**config.mk**
```make
export PLATFORM = sky130hd
export DESIGN_NAME = glob_or_substring_path_match_top
export DESIGN_NICKNAME = d
export VERILOG_FILES = /design/src/hdl/gpm_pkg.sv /design/src/hdl/gpm_cfg.sv /design/src/hdl/gpm_front.sv /design/src/hdl/gpm_queue.sv /design/src/hdl/gpm_back.sv /design/src/hdl/glob_or_substring_path_match_top.sv
export SDC_FILE = /design/constraint.sdc
export NUM_CORES = 1
export LEC_CHECK = 0
export BUFFER_PORTS_ARGS = -buffer_cell sky130_fd_sc_hd__buf_2
export CAP_MARGIN = 20
export CORE_ASPECT_RATIO = 0.9
export CORE_UTILIZATION = 45
export DETAILED_ROUTE_END_ITERATION = 10
export SLEW_MARGIN = 0
export SYNTH_ARGS = -nofsm -noshare
export SYNTH_HDL_FRONTEND = slang
export SYNTH_SLANG_ARGS = --single-unit
```
**constraint.sdc**
```tcl
create_clock -name clk -period 5.3 [get_ports clk]
set_clock_uncertainty 0.1 [all_clocks]
set_input_delay 0 -clock clk [delete_from_list [all_inputs] [get_ports clk]]
set_output_delay 0 -clock clk [all_outputs]
set_load 0.1 [all_outputs]
```
**src/hdl/gpm_pkg.sv**
```systemverilog
// shared types, constants and register codes for the path matcher
package gpm_pkg;

  // pattern capacity and register file layout
  localparam int PATTERN_MAX_DEF = 32;
  localparam int PAT_LIMIT       = 32;
  localparam int WORD_BYTES      = 8;
  localparam int NUM_WORDS       = 4;
  localparam int DATA_W          = 64;
  localparam int ADDR_W          = 6;
  localparam int IDX_W           = ADDR_W - 3;
  localparam int LEN_W           = 6;

  // depth of the queue between front and back
  localparam int QDEPTH = 2;

  // glob wildcard characters
  localparam logic [7:0] CH_STAR  = 8'h2A;
  localparam logic [7:0] CH_QMARK = 8'h3F;

  // register indexes
  localparam logic [IDX_W-1:0] REG_WORD0  = 3'd0;
  localparam logic [IDX_W-1:0] REG_WORD1  = 3'd1;
  localparam logic [IDX_W-1:0] REG_WORD2  = 3'd2;
  localparam logic [IDX_W-1:0] REG_WORD3  = 3'd3;
  localparam logic [IDX_W-1:0] REG_LENGTH = 3'd4;

  typedef struct packed {
    logic [7:0] path_char;
    logic       char_present;
    logic       last_char;
  } in_item_t;

  typedef struct packed {
    logic matched;
    logic glob_mode;
  } out_item_t;

  typedef struct packed {
    logic char_present;
    logic last_char;
  } item_ctrl_t;

  typedef struct packed {
    logic glob;
    logic len_zero;
  } mode_t;

endpackage

```
**src/hdl/gpm_cfg.sv**
```systemverilog
// pattern register file and the masks derived from the pattern
module gpm_cfg #(
  parameter int PATTERN_MAX = gpm_pkg::PATTERN_MAX_DEF,
  localparam int CAP = (PATTERN_MAX < gpm_pkg::PAT_LIMIT) ? PATTERN_MAX : gpm_pkg::PAT_LIMIT
) (
  input  logic                        clk,
  input  logic                        rst_n,
  input  logic                        cfg_psel,
  input  logic                        cfg_penable,
  input  logic                        cfg_pwrite,
  input  logic [gpm_pkg::ADDR_W-1:0]  cfg_paddr,
  input  logic [gpm_pkg::DATA_W-1:0]  cfg_pwdata,
  output logic [gpm_pkg::DATA_W-1:0]  cfg_prdata,
  output logic                        cfg_pready,
  output logic [CAP*8-1:0]            pat_bytes,
  output logic [CAP-1:0]              len_mask,
  output logic [CAP-1:0]              star_r,
  output logic [CAP-1:0]              qmark_r,
  output logic [CAP-1:0]              last_mask_r,
  output logic [CAP:0]                end_mask_r,
  output logic [CAP:0]                start_r,
  output gpm_pkg::mode_t              mode_r,
  output logic                        restart
);
  import gpm_pkg::*;

  logic [DATA_W-1:0] pattern_r [NUM_WORDS];
  logic [LEN_W-1:0]  length_r;
  logic [IDX_W-1:0]  reg_idx;
  logic              wr_en;
  logic [LEN_W-1:0]  n_eff;
  logic [CAP-1:0]    star_live;
  logic [CAP-1:0]    qmark_live;
  logic [CAP-1:0]    last_live;
  logic [CAP:0]      end_live;
  logic [CAP:0]      start_one;
  logic [CAP:0]      star_ext;
  logic [CAP:0]      seed;
  logic [CAP+1:0]    seed_sum;
  logic [CAP+1:0]    seed_carry;
  logic              glob_live;

  assign reg_idx    = cfg_paddr[ADDR_W-1:3];
  assign wr_en      = cfg_psel && cfg_penable && cfg_pwrite;
  assign cfg_pready = 1'b1;

  // a write to a defined register restarts the current path
  assign restart = wr_en && (reg_idx <= REG_LENGTH);

  // register writes
  always_ff @(posedge clk) begin
    if (!rst_n) begin
      for (int w = 0; w < NUM_WORDS; w++) begin
        pattern_r[w] <= '0;
      end
      length_r <= '0;
    end else if (wr_en) begin
      unique case (reg_idx) inside
        REG_WORD0, REG_WORD1, REG_WORD2, REG_WORD3: begin
          pattern_r[reg_idx[1:0]] <= cfg_pwdata;
        end
        REG_LENGTH: begin
          length_r <= cfg_pwdata[LEN_W-1:0];
        end
        default: begin
        end
      endcase
    end
  end

  // register reads
  always_comb begin
    unique case (reg_idx) inside
      REG_WORD0, REG_WORD1, REG_WORD2, REG_WORD3: cfg_prdata = pattern_r[reg_idx[1:0]];
      REG_LENGTH: cfg_prdata = {{(DATA_W-LEN_W){1'b0}}, length_r};
      default:    cfg_prdata = '0;
    endcase
  end

  // pattern bytes laid out flat
  for (genvar i = 0; i < CAP; i++) begin : g_bytes
    assign pat_bytes[8*i +: 8] = pattern_r[i / WORD_BYTES][(i % WORD_BYTES)*8 +: 8];
  end

  // length clamp and per-position masks
  always_comb begin
    n_eff = (length_r > LEN_W'(CAP)) ? LEN_W'(CAP) : length_r;
    for (int i = 0; i < CAP; i++) begin
      len_mask[i]   = LEN_W'(i) < n_eff;
      star_live[i]  = len_mask[i] && (pat_bytes[8*i +: 8] == CH_STAR);
      qmark_live[i] = len_mask[i] && (pat_bytes[8*i +: 8] == CH_QMARK);
      last_live[i]  = n_eff == LEN_W'(i + 1);
    end
    for (int i = 0; i <= CAP; i++) begin
      end_live[i] = n_eff == LEN_W'(i);
    end
    glob_live = |(star_live | qmark_live);
  end

  // start vector: position 0 closed over runs of stars (carry chain of an add)
  always_comb begin
    start_one  = {{CAP{1'b0}}, 1'b1};
    star_ext   = {1'b0, star_live};
    seed       = start_one & star_ext;
    seed_sum   = {1'b0, seed} + {1'b0, star_ext};
    seed_carry = seed_sum ^ {1'b0, seed} ^ {1'b0, star_ext};
  end

  // derived values, registered for the back end
  always_ff @(posedge clk) begin
    star_r          <= star_live;
    qmark_r         <= qmark_live;
    last_mask_r     <= last_live;
    end_mask_r      <= end_live;
    start_r         <= glob_live ? (start_one | seed_carry[CAP:0]) : '0;
    mode_r.glob     <= glob_live;
    mode_r.len_zero <= n_eff == '0;
  end

endmodule

```
**src/hdl/gpm_front.sv**
```systemverilog
// front end: takes path bytes and classifies them against every active pattern byte
module gpm_front #(
  parameter int PATTERN_MAX = gpm_pkg::PATTERN_MAX_DEF,
  localparam int CAP = (PATTERN_MAX < gpm_pkg::PAT_LIMIT) ? PATTERN_MAX : gpm_pkg::PAT_LIMIT
) (
  input  logic                 in_valid,
  output logic                 in_ready,
  input  gpm_pkg::in_item_t    in_data,
  input  logic [CAP*8-1:0]     pat_bytes,
  input  logic [CAP-1:0]       len_mask,
  output logic                 push_valid,
  input  logic                 push_ready,
  output logic [CAP-1:0]       push_mask,
  output gpm_pkg::item_ctrl_t  push_ctrl
);
  import gpm_pkg::*;

  assign push_valid = in_valid;
  assign in_ready   = push_ready;

  // byte equality against each active pattern position
  always_comb begin
    for (int i = 0; i < CAP; i++) begin
      push_mask[i] = len_mask[i] && (pat_bytes[8*i +: 8] == in_data.path_char);
    end
    push_ctrl.char_present = in_data.char_present;
    push_ctrl.last_char    = in_data.last_char;
  end

endmodule

```
**src/hdl/gpm_queue.sv**
```systemverilog
// short queue of classified bytes between front and back
module gpm_queue #(
  parameter int W = 8
) (
  input  logic         clk,
  input  logic         rst_n,
  input  logic         push_valid,
  output logic         push_ready,
  input  logic [W-1:0] push_data,
  output logic         pop_valid,
  input  logic         pop_ready,
  output logic [W-1:0] pop_data
);
  import gpm_pkg::*;

  localparam int PTR_W = (QDEPTH > 1) ? $clog2(QDEPTH) : 1;
  localparam int CNT_W = $clog2(QDEPTH + 1);

  logic [W-1:0]     mem_r [QDEPTH];
  logic [PTR_W-1:0] wr_ptr_r;
  logic [PTR_W-1:0] rd_ptr_r;
  logic [CNT_W-1:0] count_r;
  logic             push_fire;
  logic             pop_fire;

  assign push_ready = count_r != CNT_W'(QDEPTH);
  assign pop_valid  = count_r != '0;
  assign pop_data   = mem_r[rd_ptr_r];
  assign push_fire  = push_valid && push_ready;
  assign pop_fire   = pop_valid && pop_ready;

  // entry storage
  always_ff @(posedge clk) begin
    if (push_fire) begin
      mem_r[wr_ptr_r] <= push_data;
    end
  end

  // pointers and fill count
  always_ff @(posedge clk) begin
    if (!rst_n) begin
      wr_ptr_r <= '0;
      rd_ptr_r <= '0;
      count_r  <= '0;
    end else begin
      if (push_fire) begin
        wr_ptr_r <= (wr_ptr_r == PTR_W'(QDEPTH - 1)) ? '0 : wr_ptr_r + 1'b1;
      end
      if (pop_fire) begin
        rd_ptr_r <= (rd_ptr_r == PTR_W'(QDEPTH - 1)) ? '0 : rd_ptr_r + 1'b1;
      end
      if (push_fire && !pop_fire) begin
        count_r <= count_r + 1'b1;
      end else if (pop_fire && !push_fire) begin
        count_r <= count_r - 1'b1;
      end
    end
  end

  a_count_bound: assert property (@(posedge clk) disable iff (!rst_n)
    count_r <= CNT_W'(QDEPTH))
    else $error("queue count above depth");

  a_count_up: assert property (@(posedge clk) disable iff (!rst_n)
    (push_fire && !pop_fire) |=> (count_r == $past(count_r) + 1'b1))
    else $error("queue count missed a push");

endmodule

```
**src/hdl/gpm_back.sv**
```systemverilog
// back end: advances the position vector per byte and emits one result per path
module gpm_back #(
  parameter int PATTERN_MAX = gpm_pkg::PATTERN_MAX_DEF,
  localparam int CAP = (PATTERN_MAX < gpm_pkg::PAT_LIMIT) ? PATTERN_MAX : gpm_pkg::PAT_LIMIT
) (
  input  logic                 clk,
  input  logic                 rst_n,
  input  logic                 pop_valid,
  output logic                 pop_ready,
  input  logic [CAP-1:0]       pop_mask,
  input  gpm_pkg::item_ctrl_t  pop_ctrl,
  input  logic [CAP-1:0]       star_r,
  input  logic [CAP-1:0]       qmark_r,
  input  logic [CAP-1:0]       last_mask_r,
  input  logic [CAP:0]         end_mask_r,
  input  logic [CAP:0]         start_r,
  input  gpm_pkg::mode_t       mode_r,
  input  logic                 restart,
  output logic                 out_valid,
  input  logic                 out_ready,
  output gpm_pkg::out_item_t   out_data
);
  import gpm_pkg::*;

  logic [CAP:0]   reach_r;
  logic [CAP:0]   reach_nxt;
  logic           found_r;
  logic           found_nxt;
  logic           fresh_r;
  logic           out_valid_r;
  out_item_t      out_data_r;
  logic [CAP:0]   base;
  logic           base_found;
  logic [CAP-1:0] stay;
  logic [CAP-1:0] adv;
  logic [CAP:0]   nv;
  logic [CAP:0]   star_ext;
  logic [CAP:0]   seed;
  logic [CAP+1:0] seed_sum;
  logic [CAP+1:0] seed_carry;
  logic [CAP:0]   glob_next;
  logic [CAP-1:0] lit_next;
  logic           match;
  logic           pop_fire;

  // a path end waits only for the result register
  assign pop_ready = !pop_ctrl.last_char || !out_valid_r || out_ready;
  assign pop_fire  = pop_valid && pop_ready;
  assign out_valid = out_valid_r;
  assign out_data  = out_data_r;

  // one step of the glob or substring update
  always_comb begin
    base       = fresh_r ? start_r : reach_r;
    base_found = !fresh_r && found_r;

    // glob: stars hold, others advance, then close over star runs
    stay       = base[CAP-1:0] & star_r;
    adv        = base[CAP-1:0] & (qmark_r | pop_mask) & ~star_r;
    nv         = {1'b0, stay} | ({1'b0, adv} << 1);
    star_ext   = {1'b0, star_r};
    seed       = nv & star_ext;
    seed_sum   = {1'b0, seed} + {1'b0, star_ext};
    seed_carry = seed_sum ^ {1'b0, seed} ^ {1'b0, star_ext};
    glob_next  = nv | seed_carry[CAP:0];

    // literal: shift-and
    lit_next = ((base[CAP-1:0] << 1) | CAP'(1)) & pop_mask;

    if (!pop_ctrl.char_present) begin
      reach_nxt = base;
      found_nxt = base_found;
    end else if (mode_r.glob) begin
      reach_nxt = glob_next;
      found_nxt = base_found;
    end else begin
      reach_nxt = {1'b0, lit_next};
      found_nxt = base_found || (|(lit_next & last_mask_r));
    end

    match = mode_r.glob ? (|(reach_nxt & end_mask_r)) : (mode_r.len_zero || found_nxt);
  end

  // path state
  always_ff @(posedge clk) begin
    if (!rst_n) begin
      fresh_r <= 1'b1;
    end else if (restart) begin
      fresh_r <= 1'b1;
    end else if (pop_fire) begin
      fresh_r <= pop_ctrl.last_char;
    end
  end

  always_ff @(posedge clk) begin
    if (pop_fire) begin
      reach_r <= reach_nxt;
      found_r <= found_nxt;
    end
  end

  // result register
  always_ff @(posedge clk) begin
    if (!rst_n) begin
      out_valid_r <= 1'b0;
    end else if (pop_fire && pop_ctrl.last_char) begin
      out_valid_r <= 1'b1;
    end else if (out_ready) begin
      out_valid_r <= 1'b0;
    end
  end

  always_ff @(posedge clk) begin
    if (pop_fire && pop_ctrl.last_char) begin
      out_data_r.matched   <= match;
      out_data_r.glob_mode <= mode_r.glob;
    end
  end

  a_path_end_result: assert property (@(posedge clk) disable iff (!rst_n)
    (pop_fire && pop_ctrl.last_char) |=> out_valid_r)
    else $error("path end gave no result");

  a_path_end_restart: assert property (@(posedge clk) disable iff (!rst_n)
    (pop_fire && pop_ctrl.last_char) |=> fresh_r)
    else $error("path state not restarted after a result");

  a_literal_width: assert property (@(posedge clk) disable iff (!rst_n)
    (!fresh_r && !mode_r.glob) |-> !reach_r[CAP])
    else $error("substring vector spilled past the pattern");

endmodule

```
**src/hdl/glob_or_substring_path_match_top.sv**
```systemverilog
// top level of the path matcher: glob or substring match of a streamed path
// a path end passes through the queue and then into the result register
// throughput: one path byte per cycle; the result register only stalls path ends
// the byte compare in the front and the star-run carry add in the back set the cycle
// reset: synchronous active low; pattern registers and length clear to zero,
// queue empties, result channel goes idle, path state returns to its start
module glob_or_substring_path_match_top #(
  parameter int PATTERN_MAX = gpm_pkg::PATTERN_MAX_DEF
) (
  input  logic                        clk,
  input  logic                        rst_n,
  input  logic                        in_valid,
  output logic                        in_ready,
  input  gpm_pkg::in_item_t           in_data,
  output logic                        out_valid,
  input  logic                        out_ready,
  output gpm_pkg::out_item_t          out_data,
  input  logic                        cfg_psel,
  input  logic                        cfg_penable,
  input  logic                        cfg_pwrite,
  input  logic [gpm_pkg::ADDR_W-1:0]  cfg_paddr,
  input  logic [gpm_pkg::DATA_W-1:0]  cfg_pwdata,
  output logic [gpm_pkg::DATA_W-1:0]  cfg_prdata,
  output logic                        cfg_pready
);
  import gpm_pkg::*;

  localparam int CAP  = (PATTERN_MAX < PAT_LIMIT) ? PATTERN_MAX : PAT_LIMIT;
  localparam int QW   = CAP + $bits(item_ctrl_t);

  logic [CAP*8-1:0] pat_bytes;
  logic [CAP-1:0]   len_mask;
  logic [CAP-1:0]   star_r;
  logic [CAP-1:0]   qmark_r;
  logic [CAP-1:0]   last_mask_r;
  logic [CAP:0]     end_mask_r;
  logic [CAP:0]     start_r;
  mode_t            mode_r;
  logic             restart;
  logic             push_valid;
  logic             push_ready;
  logic [CAP-1:0]   push_mask;
  item_ctrl_t       push_ctrl;
  logic             pop_valid;
  logic             pop_ready;
  logic [QW-1:0]    pop_data;
  logic [CAP-1:0]   pop_mask;
  item_ctrl_t       pop_ctrl;

  // configuration registers
  gpm_cfg #(.PATTERN_MAX(PATTERN_MAX)) u_cfg (
    .clk         (clk),
    .rst_n       (rst_n),
    .cfg_psel    (cfg_psel),
    .cfg_penable (cfg_penable),
    .cfg_pwrite  (cfg_pwrite),
    .cfg_paddr   (cfg_paddr),
    .cfg_pwdata  (cfg_pwdata),
    .cfg_prdata  (cfg_prdata),
    .cfg_pready  (cfg_pready),
    .pat_bytes   (pat_bytes),
    .len_mask    (len_mask),
    .star_r      (star_r),
    .qmark_r     (qmark_r),
    .last_mask_r (last_mask_r),
    .end_mask_r  (end_mask_r),
    .start_r     (start_r),
    .mode_r      (mode_r),
    .restart     (restart)
  );

  // classify each request
  gpm_front #(.PATTERN_MAX(PATTERN_MAX)) u_front (
    .in_valid   (in_valid),
    .in_ready   (in_ready),
    .in_data    (in_data),
    .pat_bytes  (pat_bytes),
    .len_mask   (len_mask),
    .push_valid (push_valid),
    .push_ready (push_ready),
    .push_mask  (push_mask),
    .push_ctrl  (push_ctrl)
  );

  // decoupling queue
  gpm_queue #(.W(QW)) u_queue (
    .clk        (clk),
    .rst_n      (rst_n),
    .push_valid (push_valid),
    .push_ready (push_ready),
    .push_data  ({push_mask, push_ctrl}),
    .pop_valid  (pop_valid),
    .pop_ready  (pop_ready),
    .pop_data   (pop_data)
  );

  assign pop_mask = pop_data[QW-1 -: CAP];
  assign pop_ctrl = pop_data[$bits(item_ctrl_t)-1:0];

  // match engine and result register
  gpm_back #(.PATTERN_MAX(PATTERN_MAX)) u_back (
    .clk         (clk),
    .rst_n       (rst_n),
    .pop_valid   (pop_valid),
    .pop_ready   (pop_ready),
    .pop_mask    (pop_mask),
    .pop_ctrl    (pop_ctrl),
    .star_r      (star_r),
    .qmark_r     (qmark_r),
    .last_mask_r (last_mask_r),
    .end_mask_r  (end_mask_r),
    .start_r     (start_r),
    .mode_r      (mode_r),
    .restart     (restart),
    .out_valid   (out_valid),
    .out_ready   (out_ready),
    .out_data    (out_data)
  );

endmodule
```
==> out/results.ini <==
[worst_setup_path]
worstSetupStartpointType=register
crit_start=u_back.fresh_r
rr_startpoint=u_back.fresh_r
cp-end-kind=register
crit_fanout=36
worst_ep_arrival_time_ps=4850
required_ps=5580
crit_slowest_cell=o21ai_0
crit_type=register to register
max_stage_delay_ps=550
crit_chain=buf_4 > mux2i_1 > a211o_1 > nand3_1 > o21ai_0 > a21oi_1 > o21ai_0 > nand4_1 > nor4_1 > nand4_1 > a2111oi_2 > buf_4 > nor2_1

[die]
ios=156
die_height_um=239
rows=86
initial_utilization=0.457
die_w_um=265
die_area_um2=63300
core_area_um2=61300

[power_and_ir_drop]
swShare=0.326
power_density_nw_per_um2=362
leakagePower_nw=11.7
ir_drop_v=0.000305
p_sw_mw=3.83
p_comb_frac=0.236
pwr-share-clk=0.347
intPower_mw=7.90
power_frac_seq=0.417

[clock_tree]
htree_levels=2
clock_sinks=503
clockRootBuffer=clkbuf_16
clock_latency_ps=650
clkTransAtPathRegs_ps=60
cts.path.max_buffers=3
cts_tree=yes
numCtsBuffers=54

[sta]
setup_ws_ps=734
post-route-period-util=0.861
maxSlewViolCount=0
slew_headroom=0.296
finalCriticalPeriod_ps=4570
hold_viol=0
rsz0062_at_grt=no
max_freq_mhz=219
setup_viol=0
tightest_slew_ps=1050
fin_setup_tns_ps=0

[yosys]
ys_warn_count=0
ys_types=97
synth_commonest_cells=edfxtp_1 (360), xnor2_1 (248), nor2_1 (166)
ys_seq_elements=503
synthTopCellsByArea=edfxtp_1 (39%), dfxtp_1 (10%), xnor2_1 (7.8%), mux4_2 (5.1%), and2_1 (3.5%)
synth_top_area_frac=0.386
netlist_area_um2=28000
seq_area_frac_synth=0.488
yosysMostFrequentCell=edfxtp_1
synthFlopType=edfxtp_1
synth_fp_nets=2658
syn_area_per_cell_um2=10.9
synth_edf_count=360
syn-instance-count=2569
ys_async_sr_fraction=0
synth.largest_area_cell=edfxtp_1

[layout]
final.fill_count=5426
finalNetCount=2869
final_cells=3617
fin_util=0.529
antenna_cells=0
area_growth_pct=15.7
drive_gt1_frac=0.175

[global_routing]
grt_usage=0.335
grt_pass1_vias=22200
grt_antenna_before_repair=2
grt_pass1_wl_mm=154
overflow=0
grt_max_degree=73

[place]
post-place-ws_ps=836
dp.cells=3440
gp_congestion=0.992
port_buffers=151
dpl.hpwl_mm=78.4

[run]
maxCapViolCount=0

[detailed_routing]
drc=0
wl_per_cell_um=29.5
drt-pass1-iter-count=8
antenna_left=0
wirelength_mm=107
first_iter_violations=2758
via_per_inst=6.39
vias=23100

[status]
status=finished clean

[hold_path]
hp-start=in_data[1]
hold_path_class=input pin to register

cell usage in the layout, fill, tap and decap left out, drive strengths merged, types with 13 or more instances in the layout:
cell           n
a211oi        26
a21oi         69
a22oi         16
a31oi         18
and2         156
and3         147
and4          16
buf          223
clkbuf        71
clkinv        17
dfxtp        143
dlygate4sd3   73
edfxtp       360
inv           74
mux2          52
mux2i         53
mux4          64
nand2        117
nand2b        16
nand3         69
nand4        100
nor2         166
nor2b         74
nor3          78
nor4          35
o2111ai       13
o211ai        23
o21ai         51
o22ai         21
or2           15
or3           23
or4           17
xnor2        248
worst paths after layout:
kind	endpoint	slack, ps	depth (start not counted)
worst max register to register	u_back.out_data[1]	730	13
worst min register to register	u_queue.count_r[1]	450	2
worst max-delay path	u_back.out_data[1]	730	13
worst min-delay path	u_queue.mem_r[1][1]	30	2
critical path: cells and delay by family (launching register included):
kind            cells  cell delay (ps)
flops               1              390
compound gates      5             1610
buf+inv             2              690
mux                 1              520
simple gates        5              990
repair_timing:
action | CTS | global route
gates resized for setup | 0 | 0
buffers inserted | 0 | 0
hold endpoints to repair | 283 | 0
hold buffers | 73 | 0
layout make-up:
type                       instances  area (um^2)  area share
sequential                       503        13700       0.422
multi-input combinational       1851        13500       0.417
timing repair buffer             298         2060      0.0637
clock buffer                      69         1460      0.0450
tap                              792          991      0.0306
clock inverter                    32          445      0.0137
inverter                          72          270     0.00834
power by group through the flow:
stage,sequential [mW],clock [mW],combinational [mW]
global placement,4.95,0,2.67
finish,4.89,4.07,2.77
global route,4.93,4.26,2.91
detailed placement,4.97,0,2.68
CTS,4.88,4.11,2.73
floorplan,4.91,0,1.92
cells by family after synthesis:
| logic type | count (synthesis) | synth area share |
|---|---|---|
| AND/OR/NAND/NOR | 1062 | 0.213 |
| flip-flops | 503 | 0.488 |
| AO/OA/AOI/OAI | 358 | 0.0912 |
| XOR/XNOR | 259 | 0.0810 |
| buffers and inverters | 215 | 0.0328 |
| multiplexers | 169 | 0.0931 |
| adder cells (fa/ha/maj) | 2 | 0.000893 |
| other | 1 | 0.000134 |
flip-flops by register name, indices dropped and copies added, names as in the netlist, 6 cells and up, named ones only:
register           cells
u_cfg.pattern_r      256
u_queue.mem_r         68
u_back.reach_r        33
u_cfg.start_r         33
u_cfg.qmark_r         32
u_cfg.star_r          32
u_cfg.last_mask_r     31
u_cfg.length_r         6
through the flow:
step                hold WS [ps]  instance area (um^2)  total power, mW
finish                      30.0                 32400             11.7
global route                27.7                 32400             12.1
CTS                         15.7                 32400             11.7
detailed placement           102                 29700             7.64
global placement            94.2                 29700             7.62
floorplan                  -1.13                 28000             6.82
per-layer routing:
metal,track usage,up-vias,share of wire
met1,0.463,11600,0.42
met4,0.128,4,0.041
met5,0,-,0.00075
met2,0.518,1219,0.45
met3,0.0670,219,0.092
li1,-,10100,-
Power figures use the tool's default switching activity.
